## src/hdl/tzm_pkg.sv

```systemverilog
// Shared types and constants of the 3x threshold-pattern zoom unit.
// No dependencies.
package tzm_pkg;

  localparam int CHAN_W  = 8;
  localparam int DIM_W   = 11;
  localparam int THR_W   = 9;
  localparam int COORD_W = 12;
  localparam int ADDR_W  = 24;

  localparam int DEFAULT_MAX_DIM = 1024;
  localparam int ZOOM            = 3;
  localparam int SUB_W           = 2;   // holds an offset 0..ZOOM-1 inside a block
  localparam int JOB_QUEUE_DEPTH = 2;

  localparam int APB_ADDR_W = 5;
  localparam int APB_DATA_W = 32;
  localparam int REG_IDX_W  = APB_ADDR_W - 2;

  localparam logic [REG_IDX_W-1:0] REG_IMAGE_WIDTH     = 3'd0;
  localparam logic [REG_IDX_W-1:0] REG_IMAGE_HEIGHT    = 3'd1;
  localparam logic [REG_IDX_W-1:0] REG_DARK_THRESHOLD  = 3'd2;
  localparam logic [REG_IDX_W-1:0] REG_MID_THRESHOLD   = 3'd3;
  localparam logic [REG_IDX_W-1:0] REG_LIGHT_THRESHOLD = 3'd4;

  localparam logic [DIM_W-1:0] RST_IMAGE_WIDTH     = 11'd1024;
  localparam logic [DIM_W-1:0] RST_IMAGE_HEIGHT    = 11'd1024;
  localparam logic [THR_W-1:0] RST_DARK_THRESHOLD  = 9'd75;
  localparam logic [THR_W-1:0] RST_MID_THRESHOLD   = 9'd135;
  localparam logic [THR_W-1:0] RST_LIGHT_THRESHOLD = 9'd180;

  typedef enum logic [1:0] {
    TIER_BLACK,
    TIER_CENTER,
    TIER_RING,
    TIER_FULL
  } tier_t;

  typedef struct packed {
    logic [CHAN_W-1:0] red_in;
    logic [CHAN_W-1:0] green_in;
    logic [CHAN_W-1:0] blue_in;
  } pixel_in_t;

  typedef struct packed {
    logic [CHAN_W-1:0]  red_out;
    logic [CHAN_W-1:0]  green_out;
    logic [CHAN_W-1:0]  blue_out;
    logic [COORD_W-1:0] out_col;
    logic [COORD_W-1:0] out_row;
    logic [ADDR_W-1:0]  out_address;
    logic               block_last;
  } sub_pixel_t;

  typedef struct packed {
    logic [DIM_W-1:0] image_width;
    logic [DIM_W-1:0] image_height;
    logic [THR_W-1:0] dark_threshold;
    logic [THR_W-1:0] mid_threshold;
    logic [THR_W-1:0] light_threshold;
  } cfg_t;

  // One classified pixel, ready for expansion into its block.
  typedef struct packed {
    pixel_in_t          color;
    tier_t              tier;
    logic [COORD_W-1:0] col3;      // 3 * column, low bits
    logic [COORD_W-1:0] row3;      // 3 * row, low bits
    logic [ADDR_W-1:0]  col_base;  // 3 * column for the address
    logic [ADDR_W-1:0]  row_base;  // 3 * row * 3 * width
    logic [ADDR_W-1:0]  stride;    // 3 * width
  } job_t;

endpackage

```

## src/hdl/tzm_queue.sv

```systemverilog
// Short job queue between the classifying front and the expanding back.
// Depends on tzm_pkg.
module tzm_queue import tzm_pkg::*; (
  input  logic clk,
  input  logic rst,
  input  logic push,
  input  job_t wr_job,
  output logic full,
  input  logic pop,
  output job_t head,
  output logic empty
);

  localparam int PTR_W = (JOB_QUEUE_DEPTH > 1) ? $clog2(JOB_QUEUE_DEPTH) : 1;
  localparam int CNT_W = $clog2(JOB_QUEUE_DEPTH + 1);

  job_t             entries [JOB_QUEUE_DEPTH];
  logic [PTR_W-1:0] wr_ptr;
  logic [PTR_W-1:0] rd_ptr;
  logic [CNT_W-1:0] count;

  logic do_push;
  logic do_pop;

  assign full    = (count == CNT_W'(JOB_QUEUE_DEPTH));
  assign empty   = (count == '0);
  assign do_push = push && !full;
  assign do_pop  = pop && !empty;
  assign head    = entries[rd_ptr];

  always_ff @(posedge clk) begin
    if (rst) begin
      wr_ptr <= '0;
      rd_ptr <= '0;
      count  <= '0;
    end else begin
      if (do_push) begin
        wr_ptr <= (wr_ptr == PTR_W'(JOB_QUEUE_DEPTH - 1)) ? '0 : wr_ptr + PTR_W'(1);
      end
      if (do_pop) begin
        rd_ptr <= (rd_ptr == PTR_W'(JOB_QUEUE_DEPTH - 1)) ? '0 : rd_ptr + PTR_W'(1);
      end
      unique case ({do_push, do_pop})
        2'b10:   count <= count + CNT_W'(1);
        2'b01:   count <= count - CNT_W'(1);
        default: count <= count;
      endcase
    end
  end

  always_ff @(posedge clk) begin
    if (do_push) begin
      entries[wr_ptr] <= wr_job;
    end
  end

endmodule

```

## src/hdl/tzm_front.sv

```systemverilog
// Front of the zoom unit: takes pixels, sorts them into tiers, tracks the
// raster position and forms the block base address. Depends on tzm_pkg.
module tzm_front import tzm_pkg::*; #(
  parameter int MAX_DIM = DEFAULT_MAX_DIM
) (
  input  logic      clk,
  input  logic      rst,
  input  cfg_t      cfg,
  input  logic      push,
  output logic      full,
  input  pixel_in_t pixel,
  output logic      q_push,
  output job_t      q_job,
  input  logic      q_full
);

  localparam int CNT_W = (MAX_DIM > 1) ? $clog2(MAX_DIM) : 1;
  localparam int LIM_W = ($clog2(MAX_DIM + 1) > DIM_W) ? $clog2(MAX_DIM + 1) : DIM_W;
  localparam int PRD_W = CNT_W + LIM_W + 4;

  logic [CNT_W-1:0]   column_count;
  logic [CNT_W-1:0]   row_count;
  logic [LIM_W-1:0]   width_lim;
  logic [LIM_W-1:0]   height_lim;
  logic [CNT_W+1:0]   col_x3;
  logic [CNT_W+1:0]   row_x3;
  logic [LIM_W+1:0]   width_x3;
  logic [PRD_W-1:0]   row_product;
  logic               col_wrap;
  logic               row_wrap;
  tier_t              tier;

  function automatic logic [LIM_W-1:0] clamp_dim(input logic [DIM_W-1:0] v);
    logic [LIM_W-1:0] ve;
    ve = LIM_W'(v);
    if (v == '0) begin
      return LIM_W'(1);
    end else if (ve > LIM_W'(MAX_DIM)) begin
      return LIM_W'(MAX_DIM);
    end
    return ve;
  endfunction

  function automatic logic all_below(input pixel_in_t p, input logic [THR_W-1:0] t);
    return (THR_W'(p.red_in) < t) && (THR_W'(p.green_in) < t) && (THR_W'(p.blue_in) < t);
  endfunction

  assign full   = q_full;
  assign q_push = push && !q_full;

  assign width_lim  = clamp_dim(cfg.image_width);
  assign height_lim = clamp_dim(cfg.image_height);

  assign col_x3   = (CNT_W+2)'(column_count) + {1'b0, column_count, 1'b0};
  assign row_x3   = (CNT_W+2)'(row_count) + {1'b0, row_count, 1'b0};
  assign width_x3 = (LIM_W+2)'(width_lim) + {1'b0, width_lim, 1'b0};
  assign row_product = PRD_W'(row_x3) * PRD_W'(width_x3);

  // First threshold that every channel stays under picks the pattern.
  always_comb begin
    priority if (all_below(pixel, cfg.dark_threshold)) begin
      tier = TIER_BLACK;
    end else if (all_below(pixel, cfg.mid_threshold)) begin
      tier = TIER_CENTER;
    end else if (all_below(pixel, cfg.light_threshold)) begin
      tier = TIER_RING;
    end else begin
      tier = TIER_FULL;
    end
  end

  always_comb begin
    q_job.color    = pixel;
    q_job.tier     = tier;
    q_job.col3     = COORD_W'(col_x3);
    q_job.row3     = COORD_W'(row_x3);
    q_job.col_base = ADDR_W'(col_x3);
    q_job.row_base = ADDR_W'(row_product);
    q_job.stride   = ADDR_W'(width_x3);
  end

  // A counter at or past a smaller new size also wraps here.
  assign col_wrap = (LIM_W'(column_count) + LIM_W'(1)) >= width_lim;
  assign row_wrap = (LIM_W'(row_count) + LIM_W'(1)) >= height_lim;

  always_ff @(posedge clk) begin
    if (rst) begin
      column_count <= '0;
      row_count    <= '0;
    end else if (q_push) begin
      if (col_wrap) begin
        column_count <= '0;
        row_count    <= row_wrap ? '0 : row_count + CNT_W'(1);
      end else begin
        column_count <= column_count + CNT_W'(1);
      end
    end
  end

endmodule

```

## src/hdl/tzm_back.sv

```systemverilog
// Back of the zoom unit: expands a job into nine sub-pixels, one per cycle
// while pops keep up, into an output register. Depends on tzm_pkg.
module tzm_back import tzm_pkg::*; (
  input  logic       clk,
  input  logic       rst,
  input  logic       q_empty,
  input  job_t       q_head,
  output logic       q_pop,
  input  logic       pop,
  output logic       empty,
  output sub_pixel_t sub_pixel
);

  logic              active;
  job_t              job;
  logic [SUB_W-1:0]  dx;
  logic [SUB_W-1:0]  dy;
  logic [ADDR_W-1:0] line_addr;
  logic              out_valid;
  sub_pixel_t        out_reg;
  sub_pixel_t        sub_next;

  logic last_sub;
  logic row_end;
  logic advance;
  logic load;
  logic center;
  logic lit;

  assign row_end  = (dx == SUB_W'(ZOOM - 1));
  assign last_sub = row_end && (dy == SUB_W'(ZOOM - 1));
  assign advance  = active && (!out_valid || pop);
  // Pick up the next job on the cycle the last sub-pixel goes out.
  assign load     = !q_empty && (!active || (advance && last_sub));
  assign q_pop    = load;

  assign center = (dx == SUB_W'(1)) && (dy == SUB_W'(1));

  always_comb begin
    unique case (job.tier)
      TIER_BLACK:  lit = 1'b0;
      TIER_CENTER: lit = center;
      TIER_RING:   lit = !center;
      TIER_FULL:   lit = 1'b1;
      default:     lit = 1'b1;
    endcase
  end

  always_comb begin
    sub_next.red_out     = lit ? job.color.red_in   : '0;
    sub_next.green_out   = lit ? job.color.green_in : '0;
    sub_next.blue_out    = lit ? job.color.blue_in  : '0;
    sub_next.out_col     = job.col3 + COORD_W'(dx);
    sub_next.out_row     = job.row3 + COORD_W'(dy);
    sub_next.out_address = line_addr + ADDR_W'(dx);
    sub_next.block_last  = last_sub;
  end

  always_ff @(posedge clk) begin
    if (rst) begin
      active    <= 1'b0;
      out_valid <= 1'b0;
    end else begin
      if (load) begin
        active <= 1'b1;
      end else if (advance && last_sub) begin
        active <= 1'b0;
      end
      if (advance) begin
        out_valid <= 1'b1;
      end else if (pop) begin
        out_valid <= 1'b0;
      end
    end
  end

  always_ff @(posedge clk) begin
    if (load) begin
      job       <= q_head;
      dx        <= '0;
      dy        <= '0;
      line_addr <= q_head.row_base + q_head.col_base;
    end else if (advance) begin
      if (row_end) begin
        dx        <= '0;
        dy        <= dy + SUB_W'(1);
        line_addr <= line_addr + job.stride;
      end else begin
        dx <= dx + SUB_W'(1);
      end
    end
    if (advance) begin
      out_reg <= sub_next;
    end
  end

  assign empty     = !out_valid;
  assign sub_pixel = out_reg;

endmodule

```

## src/hdl/threshold_pattern_zoom_3x_unit.sv

```systemverilog
// Pixels go in on a queue-style port (push/full): one 8-bit RGB pixel per
// transaction, in raster order. Each pixel is sorted by the dark, mid and
// light thresholds into one of four patterns and comes out as nine
// sub-pixels of a 3x3 block on the result port (empty/pop), row by row,
// with output column, row and linear address; the ninth carries block_last.
// The first sub-pixel of a pixel passes the job queue, the back end's job
// register and the output register. Throughput: one sub-pixel per cycle
// while the receiver pops, set by the nine sub-pixels of each pixel sharing
// the one result port; a two-entry job queue lets the front take pixels
// while the back end works.
// A stalled receiver holds the current sub-pixel on the ports; the back end
// stops, the queue fills and full rises.
// Reset clears the raster counters, the queue and the output valid flag and
// loads the default size 1024x1024 and thresholds 75, 135 and 180. The APB
// port (pready always high) writes and reads the five registers at byte
// addresses 0, 4, 8, 12 and 16; write them only while the block is idle.
module threshold_pattern_zoom_3x_unit import tzm_pkg::*; #(
  parameter int MAX_DIM = DEFAULT_MAX_DIM
) (
  input  logic                  clk,
  input  logic                  rst,
  input  logic                  psel,
  input  logic                  penable,
  input  logic                  pwrite,
  input  logic [APB_ADDR_W-1:0] paddr,
  input  logic [APB_DATA_W-1:0] pwdata,
  output logic [APB_DATA_W-1:0] prdata,
  output logic                  pready,
  input  logic                  push,
  output logic                  full,
  input  pixel_in_t             pixel,
  input  logic                  pop,
  output logic                  empty,
  output sub_pixel_t            sub_pixel
);

  cfg_t                 cfg;
  logic [REG_IDX_W-1:0] reg_idx;
  logic                 cfg_write;

  logic q_push;
  logic q_full;
  logic q_pop;
  logic q_empty;
  job_t q_wr_job;
  job_t q_head;

  assign pready    = 1'b1;
  assign reg_idx   = paddr[APB_ADDR_W-1:2];
  assign cfg_write = psel && penable && pwrite && pready;

  always_ff @(posedge clk) begin
    if (rst) begin
      cfg.image_width     <= RST_IMAGE_WIDTH;
      cfg.image_height    <= RST_IMAGE_HEIGHT;
      cfg.dark_threshold  <= RST_DARK_THRESHOLD;
      cfg.mid_threshold   <= RST_MID_THRESHOLD;
      cfg.light_threshold <= RST_LIGHT_THRESHOLD;
    end else if (cfg_write) begin
      unique case (reg_idx)
        REG_IMAGE_WIDTH:     cfg.image_width     <= pwdata[DIM_W-1:0];
        REG_IMAGE_HEIGHT:    cfg.image_height    <= pwdata[DIM_W-1:0];
        REG_DARK_THRESHOLD:  cfg.dark_threshold  <= pwdata[THR_W-1:0];
        REG_MID_THRESHOLD:   cfg.mid_threshold   <= pwdata[THR_W-1:0];
        REG_LIGHT_THRESHOLD: cfg.light_threshold <= pwdata[THR_W-1:0];
        default: ;
      endcase
    end
  end

  always_comb begin
    unique case (reg_idx)
      REG_IMAGE_WIDTH:     prdata = APB_DATA_W'(cfg.image_width);
      REG_IMAGE_HEIGHT:    prdata = APB_DATA_W'(cfg.image_height);
      REG_DARK_THRESHOLD:  prdata = APB_DATA_W'(cfg.dark_threshold);
      REG_MID_THRESHOLD:   prdata = APB_DATA_W'(cfg.mid_threshold);
      REG_LIGHT_THRESHOLD: prdata = APB_DATA_W'(cfg.light_threshold);
      default:             prdata = '0;
    endcase
  end

  tzm_front #(
    .MAX_DIM (MAX_DIM)
  ) u_front (
    .clk    (clk),
    .rst    (rst),
    .cfg    (cfg),
    .push   (push),
    .full   (full),
    .pixel  (pixel),
    .q_push (q_push),
    .q_job  (q_wr_job),
    .q_full (q_full)
  );

  tzm_queue u_queue (
    .clk    (clk),
    .rst    (rst),
    .push   (q_push),
    .wr_job (q_wr_job),
    .full   (q_full),
    .pop    (q_pop),
    .head   (q_head),
    .empty  (q_empty)
  );

  tzm_back u_back (
    .clk       (clk),
    .rst       (rst),
    .q_empty   (q_empty),
    .q_head    (q_head),
    .q_pop     (q_pop),
    .pop       (pop),
    .empty     (empty),
    .sub_pixel (sub_pixel)
  );

endmodule

```

## config.mk

```make
export PLATFORM = sky130hd
export DESIGN_NAME = threshold_pattern_zoom_3x_unit
export DESIGN_NICKNAME = d
export VERILOG_FILES = /design/src/hdl/tzm_pkg.sv /design/src/hdl/tzm_queue.sv /design/src/hdl/tzm_front.sv /design/src/hdl/tzm_back.sv /design/src/hdl/threshold_pattern_zoom_3x_unit.sv
export SDC_FILE = /design/constraint.sdc
export NUM_CORES = 1
export LEC_CHECK = 0
export BUFFER_PORTS_ARGS = -buffer_cell sky130_fd_sc_hd__buf_2
export CAP_MARGIN = 40
export CORE_MARGIN = 2
export CORE_UTILIZATION = 50
export CTS_CLUSTER_DIAMETER = 200
export CTS_CLUSTER_SIZE = 24
export DETAILED_ROUTE_END_ITERATION = 10
export PLACE_DENSITY = 0.67
export RECOVER_POWER = 50
export SYNTH_ARGS = -nofsm -noshare
export SYNTH_HDL_FRONTEND = slang
export SYNTH_HIERARCHICAL = 1
export SYNTH_SLANG_ARGS = --single-unit
```

## constraint.sdc

```tcl
create_clock -name clk -period 12.8 [get_ports clk]
set_input_delay 0 -clock clk [delete_from_list [all_inputs] [get_ports clk]]
set_output_delay 0 -clock clk [all_outputs]
set_load 0.02 [all_outputs]
```

# Word-level counts from Yosys, hierarchy flattened

Memory sizes are Yosys's and may differ from the RTL's. A register that Yosys moved wholly into a read port is not among the register bits.
Index checks and enable logic that the tools add are counted.

Bits in registers: 250
Bits in writable memories: 198
Input port bits: 68
Output and inout bits: 108
Word-level logic and storage cells: 149
Memories kept: 1

Memories:

| name            | words | bits a word | read ports | clocked after Yosys merged registers in | wr ports | RTL line        | text |
|---|---|---|---|---|---|---|---|
| u_queue.entries | 2     | 99          | 1          | 1                                       | 1        | tzm_queue.sv:17 | `job_t entries [JOB_QUEUE_DEPTH];` |

$add $sub $neg: 18
Multiply operators: 1
$lt $le $gt $ge: 13
Eq/ne operators: 14
Mux-type cells: 32
Reductions and logical operators: 41

Operator list:

| kind                                                                  | number |
|---|---|
| 8-bit by 9-bit less-than comparator with 1-bit output                 | 9 |
| 24-bit 2-to-1 mux                                                     | 3 |
| 11-bit 2-to-1 mux                                                     | 6 |
| 11-bit case mux with 5 select lines                                   | 1 |
| 24-bit adder                                                          | 2 |
| 10-bit by 11-bit adder with 12-bit output                             | 2 |
| 12-bit by 2-bit adder with 12-bit output                              | 2 |
| 24-bit by 2-bit adder with 24-bit output                              | 1 |
| 12-bit by 13-bit multiplier with 24-bit output                        | 1 |
| 10-bit by 1-bit adder with 11-bit output, second input constant       | 2 |
| 11-bit greater-or-equal comparator                                    | 2 |
| 11-bit > comparator, second input constant                            | 2 |
| 11-bit zero test                                                      | 2 |
| 10-bit by 1-bit adder with 10-bit output, second input constant       | 2 |
| 10-bit 2-to-1 mux                                                     | 2 |
| 1-bit logical AND                                                     | 16 |
| 2-bit AND reduction                                                   | 8 |
| 1-bit 2-to-1 mux                                                      | 15 |
| 11-bit by 12-bit adder with 13-bit output                             | 1 |
| 2-bit equality test, second input constant                            | 6 |
| 2-bit nonzero test                                                    | 5 |
| 2-bit by 1-bit equality test with 1-bit output, second input constant | 4 |
| 2-bit by 1-bit adder with 2-bit output, second input constant         | 3 |
| 3-bit by 2-bit equality test with 1-bit output, second input constant | 2 |
| other kinds (11)                                                      | 20 |

# Depth between registers and ports, before layout

Gate-level depths: netlist (run 1).

Word-level depth: 9
Depth in mapped cells: 33
Gate-level depth less buffers: 32

# By module

The synthesis (run 1) kept the hierarchy.

Modules (own cells, without submodules):

| module                         | times used | cells each | area each (um^2) |
|---|---|---|---|
| tzm_front                      | 1          | 1210       | 9644.2 |
| tzm_back                       | 1          | 754        | 9133.8 |
| tzm_queue                      | 1          | 406        | 9046.2 |
| threshold_pattern_zoom_3x_unit | 1          | 271        | 2592.5 |

# Worst setup path after synthesis (run 1)

Ideal clock, no wire load.

Kind: reg-to-reg
From: register cfg[41] (netlist name)
To: memory u_queue/entries[0][47] (netlist name), data pin
Setup time: 264 ps
Data arrival time: 7263 ps
Data required time: 12536 ps
Path slack: 5273 ps
Cell stages (with the launch flop): 34
Buffers on the path: 1
Cell sequence: dfxtp_1 > buf_2 > nor4_2 > nand3_2 > a21o_1 > inv_1 > ha_1 > fa_1 > nor2b_1 > o21a_1 > o21ai_0 > a211oi_1 > o22a_2 > a21oi_4 > mux2i_4 > inv_4 > nand2_1 > fa_1 > inv_1 > fa_1 > fa_1 > fa_1 > inv_1 > fa_1 > inv_1 > ha_1 > a21oi_1 > nand2_1 > o21ai_0 > a31oi_1 > and3b_1 > a2111oi_4 > a21oi_1 > xnor2_1

RTL lines:

| item          | RTL line |
|---|---|
| end, declared | tzm_queue.sv:17 |

==> impl_results.md, run 1 <==
- CP Data Arrival Time: 9.20 ns
- Die W: 250.6 µm
- Mapped Area: 0.03042 mm²
- Post-synthesis adder-cell area fraction: 17.04%
- Tmin final: 8.866 ns
- Layout cells sized above 1: 7.818%
- Launch point of the critical path: cfg[40]
- EDFF count, synth: 415
- Area delta synth->final: 6.401%
- CTS HTree Levels: 1
- Initial antenna violation count: 1
- FMAX: 112.8 MHz
- Fillcell total: 5117
- R2R setup slack: 3.93 ns
- Port bufs: 130
- Largest net degree at the start of global routing: 94
- Die footprint: 0.06282 mm²
- Fin crit share: 69.26%
- Slew HR: -103.8%
- Worst Path Required: 13.13 ns
- Hold_sp: paddr[3]
- Post_cts resized: 0
- Starting Density: 50.49%
- Clock transition at path regs: 0.12 ns
- Mux share of post-synthesis cell area: 6.701%
- Ys flop type: edfxtp_1
- Final nets: 3164
- Detailed-route via count: 19.52k
- First drt pass iteration count: 5
- Final setup viols: 0
- Die Ht: 250.6 µm
- Vias per cell: 5.500
- Crit Path Class: register to register
- Root buffer cell: clkbuf_16
- Final GP Congestion: 0.8696
- Clk_lat worst skew: 0.62 ns
- Register area: 0.01406 mm²
- TritonCTS sink count: 495
- Largest area contributor in the netlist: edfxtp_1
- Commonest cells post-synth: edfxtp_1 (415), ha_1 (227), inv_1 (224)
- Non-Filler Instances: 3549
- Startpoint Class: register
- DP Wirelength: 47670 µm
- Count leader, synth: edfxtp_1
- Synth top area share: 40.97%
- First-pass GRT wire length: 104500 µm
- Vias in the first global route: 19.79k
- WL final: 65420 µm
- Worst setup EP type: register
- Footprint of the multi-input gates: 0.01458 mm²
- HP Class: primary input to register
- Synth Area per Inst: 11.52 µm²
- CTS buffer count: 24
- Wirelength per Cell: 18.43 µm
- Synth area leaders: edfxtp_1 (41%), ha_1 (9.3%), fa_1 (7.7%)
- Rows: 90
- Slew at the pin closest to its max-slew limit: 3.056 ns
- Final Skew: 0.05212 ns
- DR DRC count: 0
- TNS Setup: 0 ns
- CP max-delay cell: xnor2_1
- Max Cap Violations: 5
- Critical path's most frequent cell: fa_1
- FF-to-FF Start: cfg[40]
- Cell Pwr Density: 169.3 mW/mm²
- Synth Area in Compound Gates: 8.836%
- Post-CTS setup buffers: 0
- Post-Synthesis Cells: 2641
- Failing checks: max-capacitance violations, max-slew violations
- XOR/XNOR share of the synthesized area: 4.019%
- CP peak stage delay: 0.62 ns
- Ys Warns: 6
- Final Hold Viols: 0
- IO Count: 176
- Status: finished with violations
- Min-Delay Path Depth: 4
- LEAKAGE: 13.26 nW
- R2r worst-path depth: 29
- Critical-path maximum fanout: 11
- Detail Route Antenna Nets: 0
- Largest family of logic cells by synthesized area: adder cells
- Synth Register Bits: 495
- Core Footprint: 0.06025 mm²
- Worst VDD drop: 0.0001035 V
- Synth Area in Simple Gates: 10.89%
- Final Power: 0.005478 W
- Sequential area share after synthesis: 46.24%
- TritonCTS clock tree: built
- DR iter-0 viols: 1239
- CTS Buffer Depth: 3
- Overflow after GRT: 0
- RSZ-0062 raised after global routing: false
- Async S/R FF share, synth: 0%
- Total GRT Usage: 20.71%
- Unique masters post-synth: 96
- Slew Viols, Final: 233
- Post-placement cell count: 3465
-- cell usage in the layout (no fill, tap or decap), drive strengths merged, types with 5 or more instances in the layout --
cell,Yosys,final
conb,3,45
inv,231,230
a21oi,111,111
o22ai,11,11
fa,117,117
nor4,8,8
nand2,198,198
clkbuf,43,156
edfxtp,415,415
nor2,192,192
buf,112,34
nor3,19,19
ha,227,227
xnor2,95,95
a22oi,17,17
a21o,59,59
a31oi,11,11
and3,19,19
o211ai,13,13
dfxtp,80,80
nand4,16,16
mux2,131,131
o21bai,6,6
a2111oi,5,5
dlygate4sd3,0,43
nor3b,7,7
xor2,42,42
nand3,46,46
or3,5,5
mux2i,55,55
o21a,19,19
nand2b,76,76
a211oi,23,23
o21ai,86,86
clkinv,4,6
and2,20,20
nor2b,50,50
-- power breakdown --
| group | leakage, nW | switching (W) | internal, W |
|---|---|---|---|
| Combinational | 8.35 | 0.00127 | 0.000835 |
| Clock | 0.326 | 0.000505 | 0.000355 |
| Sequential | 4.58 | 0.000191 | 0.00232 |
| Total | 13.3 | 0.00197 | 0.00351 |
-- area by class of cell --
type / instances / share of cell area [%]
multi-input cells: 1798 / 45.06
flip-flops and latches: 495 / 43.45
repair buffers: 198 / 3.576
well taps: 782 / 3.023
inverters: 235 / 2.745
clock buffers: 35 / 1.983
clock inverters: 2 / 0.1276
diodes: 4 / 0.03093
-- registers in the layout, indices dropped and copies added (netlist names), named ones only --
register              flops
u_back/dx                 2
u_queue/entries         244
u_back/sub_pixel         73
u_back/dy                 2
u_front/column_count     10
u_queue/rd_ptr            1
cfg                      49
u_back/line_addr         24
u_back/active             1
u_front/row_count        10
u_queue/wr_ptr            1
u_queue/count             2
u_back/job               74
u_back/out_valid          1
-- metal layers --
layer	GRT usage [%]	share of wire, %	vias to the layer above
li1	-	-	9337
met1	29.36	47	9626
met2	33.86	46	442
met3	2.837	5.0	113
met4	4.859	2.1	0
met5	0	0	-
-- path summary, 6_finish.rpt --
| path | end |
|---|---|
| max | u_queue/entries[0][47] |
| min | cfg[25] |
| max reg2reg | u_queue/entries[0][47] |
| min reg2reg | u_queue/wr_ptr |
-- stage by stage --
step	cell area, µm²	hold WS, ns	util (%)	worst slack [ns]
2_1_floorplan	30570	0.06907	-	5.273
3_3_place_gp	31330	0.2577	52.01	4.161
3_5_place_dp	31510	0.2567	52.30	4.081
4_1_cts	32620	0.007425	54.15	4.016
5_1_grt	32350	0.1278	53.70	3.273
6_report	32360	0.08925	53.72	3.934
-- critical path, delay by kind of cell (launching register included) --
family | cells | cell delay (ns)
adders and majority gates | 8 | 3.38
AOI/OAI and AO/OA | 8 | 1.85
and+or+nand+nor | 6 | 1.25
xor gates and xnor gates | 2 | 0.78
buffers and inverters | 5 | 0.75
DFF | 1 | 0.59
-- kinds of logic (layout without fill, tap and decap cells) --
| group | after synthesis | in the layout |
|---|---|---|
| and+or+nand+nor | 676 | 676 |
| muxes | 186 | 186 |
| buffers and inverters | 390 | 470 |
| AOI/OAI and AO/OA | 410 | 410 |
| DFF | 495 | 495 |
| adders and majority gates | 344 | 344 |
| xor gates and xnor gates | 137 | 137 |
| other | 3 | 49 |
-- repair_timing --
item / 4_1_cts / 5_1_grt
endpoints found under the hold margin: 101 / 0
endpoints found under the setup margin: 0 / 0
hold buffers: 43 / 0
Power figures use the tool's default switching activity.
==> run 2: changes to the inputs <==
clock period = 9.2 ns   (was 12.8 ns; I/O delays follow)
==> run 2 against run 1 <==
Effect of this change: the flow still finishes with violations (max-capacitance violations, max-slew violations); sequential power grew 39%; clock power is 38% higher; final cell count grew 0.20%; critical path type unchanged; critical endpoint is now u_queue/entries[1][47]; largest cell class unchanged; largest power group unchanged.
==> impl_results.md, run 2 (synthesis results as in run 1) <==
- Area delta synth->final: 6.721% (was 6.401%)
- Die W: 250.6 µm (unchanged)
- TritonCTS clock tree: built (unchanged)
- Setup WS pre-CTS: 0.7373 ns (was 4.081 ns)
- Clock transition at path regs: 0.10 ns (was 0.12 ns)
- Post-CTS setup buffers: 0 (unchanged)
- HP Class: primary input to register (unchanged)
- CP max-delay cell: dfxtp_1 (was xnor2_1)
- Detailed-route via count: 19.56k (was 19.52k)
- Root buffer cell: clkbuf_16 (unchanged)
- Core Footprint: 0.06025 mm² (unchanged)
- Initial antenna violation count: 1 (unchanged)
- Startpoint Class: register (unchanged)
- DR DRC count: 0 (unchanged)
- Post_cts resized: 0 (unchanged)
- Overflow after GRT: 0 (unchanged)
- First-pass GRT wire length: 105900 µm (was 104500 µm)
- Largest net degree at the start of global routing: 68 (was 94)
- Final WS setup: 0.5492 ns (was 3.934 ns)
- Final GP Congestion: 0.8559 (was 0.8696)
- Detail Route Antenna Nets: 0 (unchanged)
- Port bufs: 130 (unchanged)
- WL final: 66380 µm (was 65420 µm)
- Tmin final: 8.651 ns (was 8.866 ns)
- Vias in the first global route: 19.89k (was 19.79k)
- Post-route cell area: 0.03246 mm² (was 0.03236 mm²)
- Most frequent cells in the layout: edfxtp_1 (415), ha_1 (227), inv_1 (224) (unchanged)
- DP Wirelength: 48260 µm (was 47670 µm)
- Crit Path Class: register to register (unchanged)
- Clk_lat worst skew: 0.60 ns (was 0.62 ns)
- First drt pass iteration count: 6 (was 5)
- Total GRT Usage: 21.15% (was 20.71%)
- R2R setup slack: 0.55 ns (was 3.93 ns)
- TritonCTS sink count: 495 (unchanged)
- Cell Pwr Density: 234.0 mW/mm² (was 169.3 mW/mm²)
- CP Data Arrival Time: 8.97 ns (was 9.20 ns)
- Fin crit share: 94.03% (was 69.26%)
- Slew at the pin closest to its max-slew limit: 2.694 ns (was 3.056 ns)
- Most flops, register: u_queue/entries (unchanged)
- IO Count: 176 (unchanged)
- Final Util: 53.88% (was 53.72%)
- Failing checks: max-capacitance violations, max-slew violations (unchanged)
- Hold buffers post-CTS: 50 (was 43)
- Critical-path maximum fanout: 13 (was 11)
- Max Cap Violations: 5 (unchanged)
- Layout cells sized above 1: 8.009% (was 7.818%)
- DR iter-0 viols: 1177 (was 1239)
- Final Hold Viols: 0 (unchanged)
- TNS Setup: 0 ns (unchanged)
- LEAKAGE: 13.29 nW (was 13.26 nW)
- Slew Viols, Final: 237 (was 233)
- Rows: 90 (unchanged)
- Status: finished with violations (unchanged)
- Slew HR: -79.59% (was -103.8%)
- Die footprint: 0.06282 mm² (unchanged)
- Worst Path Required: 9.52 ns (was 13.13 ns)
- Final Skew: 0.02958 ns (was 0.05212 ns)
- Die Ht: 250.6 µm (unchanged)
- Vias per cell: 5.502 (was 5.500)
- Most common library cell in the layout ignoring fill and taps: edfxtp_1 (unchanged)
- RSZ-0062 raised after global routing: false (unchanged)
- Number of flip-flops in the largest register: 244 (unchanged)
- Final setup viols: 0 (unchanged)
- Worst VDD drop: 0.0001441 V (was 0.0001035 V)
- Final nets: 3173 (was 3164)
- CTS Buffer Depth: 3 (unchanged)
- Critical path's most frequent cell: fa_1 (unchanged)
- CP peak stage delay: 0.65 ns (was 0.62 ns)
- CTS buffer count: 24 (unchanged)
- Hold_ws: 0.05645 ns (was 0.08925 ns)
- Starting Density: 50.49% (unchanged)
- FMAX: 115.6 MHz (was 112.8 MHz)
- Wirelength per Cell: 18.67 µm (was 18.43 µm)
- Post-DP Area: 0.03150 mm² (was 0.03151 mm²)
- CTS HTree Levels: 1 (unchanged)
- Worst setup EP type: register (unchanged)
run 2: critical path: cells and delay by family, from the launching register on:
family	cells	cell delay [ns]
adders and majority gates	8	3.66
and+or+nand+nor	6	0.84
xor gates and xnor gates	2	0.38
buffers and inverters	5	0.69
DFF	1	0.65
AOI/OAI and AO/OA	10	2.12
run 2: routing by layer:
layer | global-route usage [%] | up-vias | part of all wire, %
met4 | 4.465 | 0 | 1.6
met5 | 0 | - | 0
met3 | 2.504 | 79 | 4.5
met1 | 30.26 | 9657 | 47
met2 | 34.79 | 448 | 47
li1 | - | 9380 | -
run 2: final timing paths:
kind,startpoint,end,cells past startpoint
min reg2reg,cfg[12],cfg[12],2
min,paddr[2],cfg[37],3
max,cfg[43],u_queue/entries[1][47],31
max reg2reg,cfg[43],u_queue/entries[1][47],31
run 2: cell type report:
| type | count | area [µm²] |
|---|---|---|
| flip-flops and latches | 495 | 14060 |
| clock inverters | 2 | 41.29 |
| fillers | 5113 | 27780 |
| clock buffers | 35 | 641.9 |
| inverters | 235 | 888.4 |
| diodes | 2 | 5.005 |
| well taps | 782 | 978.4 |
| multi-input cells | 1798 | 14600 |
| repair buffers | 207 | 1246 |
run 2: stage by stage:
stage	std cells	power, W
floorplan	2683	0.005712
global placement	3461	0.006342
detailed placement	3467	0.006461
CTS	3554	0.007683
global route	3555	0.008092
finish	3556	0.007595
run 2: power breakdown:
group          internal, W  switching (W)  leakage [nW]
combinational      0.00114        0.00178          8.38
sequential         0.00323       0.000259          4.58
clock             0.000494       0.000691         0.326
total              0.00487        0.00273          13.3
==> run 3: changes to the inputs <==
CORE_MARGIN = not set   (was 2)
SLEW_MARGIN = 20   (was not set)
==> run 3 against run 2 <==
Effect of this change: fmax up 2.4%; total power hardly changed; design area hardly changed; register-to-register slack improved by 0.20 ns; non-clock buffer count did not move; combinational power barely moved; the flow finishes with violations (design-rule violations, max-capacitance violations, max-slew violations); sequential power is essentially flat; largest power group unchanged.
==> impl_results.md, run 3 (synthesis results as in run 1) <==
- DR iter-0 viols: 1316 (was 1177)
- DP Wirelength: 48050 µm (was 48260 µm)
- Die footprint: 0.06182 mm² (was 0.06282 mm²)
- Fin crit share: 91.83% (was 94.03%)
- HP Class: primary input to register (unchanged)
- Core Footprint: 0.06025 mm² (unchanged)
- CTS HTree Levels: 1 (unchanged)
- RSZ-0062 raised after global routing: false (unchanged)
- Slew HR: -107.1% (was -79.59%)
- Post_cts resized: 0 (unchanged)
- Post-route cell area: 0.03245 mm² (was 0.03246 mm²)
- First drt pass iteration count: 9 (was 6)
- Most common library cell in the layout ignoring fill and taps: edfxtp_1 (unchanged)
- Min-Delay Path Depth: 4 (was 3)
- Tmin final: 8.448 ns (was 8.651 ns)
- Layout cells sized above 1: 7.684% (was 8.009%)
- Worst path bufs/invs: 5 (unchanged)
- Rows: 90 (unchanged)
- Final nets: 3173 (unchanged)
- Port bufs: 130 (unchanged)
- WL final: 66050 µm (was 66380 µm)
- Slew at the pin closest to its max-slew limit: 3.107 ns (was 2.694 ns)
- Area delta synth->final: 6.689% (was 6.721%)
- Vias per cell: 5.515 (was 5.502)
- CTS buffer count: 24 (unchanged)
- TNS Setup: 0 ns (unchanged)
- Number of flip-flops in the largest register: 244 (unchanged)
- Detail Route Antenna Nets: 0 (unchanged)
- Root buffer cell: clkbuf_16 (unchanged)
- Most frequent cells in the layout: edfxtp_1 (415), ha_1 (227), inv_1 (226) (was edfxtp_1 (415), ha_1 (227), inv_1 (224))
- Wirelength per Cell: 18.58 µm (was 18.67 µm)
- Die Ht: 248.6 µm (was 250.6 µm)
- Detailed-route via count: 19.61k (was 19.56k)
- IO Count: 176 (unchanged)
- Critical path's most frequent cell: fa_1 (unchanged)
- Final Skew: 0.03101 ns (was 0.02958 ns)
- Die W: 248.6 µm (was 250.6 µm)
- Post-placement cell count: 3467 (unchanged)
- Final Power: 0.007594 W (was 0.007595 W)
- Final GP Congestion: 0.8716 (was 0.8559)
- Initial antenna violation count: 1 (unchanged)
- Most flops, register: u_queue/entries (unchanged)
- Met1 GRT Util: 29.41% (was 30.26%)
- Clock transition at path regs: 0.11 ns (was 0.10 ns)
- CP Data Arrival Time: 8.78 ns (was 8.97 ns)
- DR DRC count: 2 (was 0)
- Failing checks: design-rule violations, max-capacitance violations, max-slew violations (was max-capacitance violations, max-slew violations)
- Fillcell total: 5162 (was 5113)
- FMAX: 118.4 MHz (was 115.6 MHz)
- Final setup viols: 0 (unchanged)
- Status: finished with violations (unchanged)
- Total GRT Usage: 21.22% (was 21.15%)
- Non-Filler Instances: 3555 (was 3556)
- Largest net degree at the start of global routing: 65 (was 68)
- First-pass GRT wire length: 105100 µm (was 105900 µm)
- CTS Buffer Depth: 3 (unchanged)
- Met3 Usage GRT: 2.648% (was 2.504%)
- Slew Viols, Final: 215 (was 237)
- Starting Density: 50.49% (unchanged)
- Vias in the first global route: 20.12k (was 19.89k)
- R2r worst-path depth: 31 (unchanged)
- Final Hold Viols: 0 (unchanged)
- CP delay by family, top: adder cells (unchanged)
- TritonCTS sink count: 495 (unchanged)
- Max Cap Violations: 5 (unchanged)
- Worst VDD drop: 0.0001349 V (was 0.0001441 V)
- GRT met2 Usage: 35.34% (was 34.79%)
- Post-DP Area: 0.03149 mm² (was 0.03150 mm²)
- Clk_lat worst skew: 0.60 ns (about the same)
- Overflow after GRT: 0 (unchanged)
- Critical-path maximum fanout: 13 (unchanged)
- CP peak stage delay: 0.66 ns (was 0.65 ns)
- TritonCTS clock tree: built (unchanged)
- Crit Path Class: register to register (unchanged)
- Levels on crit path: 31 (unchanged)
- Cell Pwr Density: 234.0 mW/mm² (about the same)
- CP max-delay cell: dfxtp_1 (unchanged)
- Busiest grt layer: met2 (unchanged)
- Worst Path Required: 9.53 ns (was 9.52 ns)
- Startpoint Class: register (unchanged)
- LEAKAGE: 13.29 nW (about the same)
- Worst setup EP type: register (unchanged)
run 3: worst paths after layout:
kind	startpoint	endpoint	slack (ns)
worst min-delay path	psel	cfg[5]	0.03
worst max-delay path	cfg[43]	u_queue/entries[1][47]	0.75
worst max register to register	cfg[43]	u_queue/entries[1][47]	0.75
worst min register to register	cfg[14]	cfg[14]	0.50
run 3: repair_timing:
item,in CTS,in global routing
endpoints found under the setup margin,0,0
hold buffers,48,0
hold endpoints to repair,99,0
buffers inserted,0,0
run 3: worst register-to-register path: cells and delay by family, from the launching register on:
kind	cells	cell delay (ns)
fa+ha+maj	8	3.57
compound gates	10	2.15
simple gates	6	0.92
xor+xnor	2	0.37
flops	1	0.66
buf+inv	5	0.50
run 3: layout make-up:
type,count,area (µm²),share of cell area [%]
antenna,1,2.502,0.007711
timing repair buffer,207,1256,3.871
tap,782,978.4,3.015
clock inverter,2,41.29,0.1272
inverter,235,889.6,2.741
clock buffer,35,641.9,1.978
sequential,495,14060,43.34
multi-input combinational,1798,14580,44.92
run 3: metrics by stage:
step / hold slack (ns) / utilization, % / setup WS (ns)
2_1_floorplan: 0.06907 / - / 1.673
3_3_place_gp: 0.2573 / 52.06 / 1.041
3_5_place_dp: 0.2698 / 52.28 / 0.9166
4_1_cts: 0.006205 / 54.21 / 0.8153
5_1_grt: 0.03155 / 53.86 / 0.2141
6_report: 0.02521 / 53.86 / 0.7518
run 3: routing by layer:
layer	vias up	wire, µm
met4	2	1542
met5	-	20
li1	9368	-
met2	457	30800
met3	103	2937
met1	9675	30750
run 3: report_power, final:
part | total [W] | switching, W | internal [W] | leakage [nW]
clock network | 0.00119 | 0.000693 | 0.000495 | 0.326
registers | 0.00346 | 0.000235 | 0.00323 | 4.58
logic | 0.00294 | 0.00179 | 0.00115 | 8.38
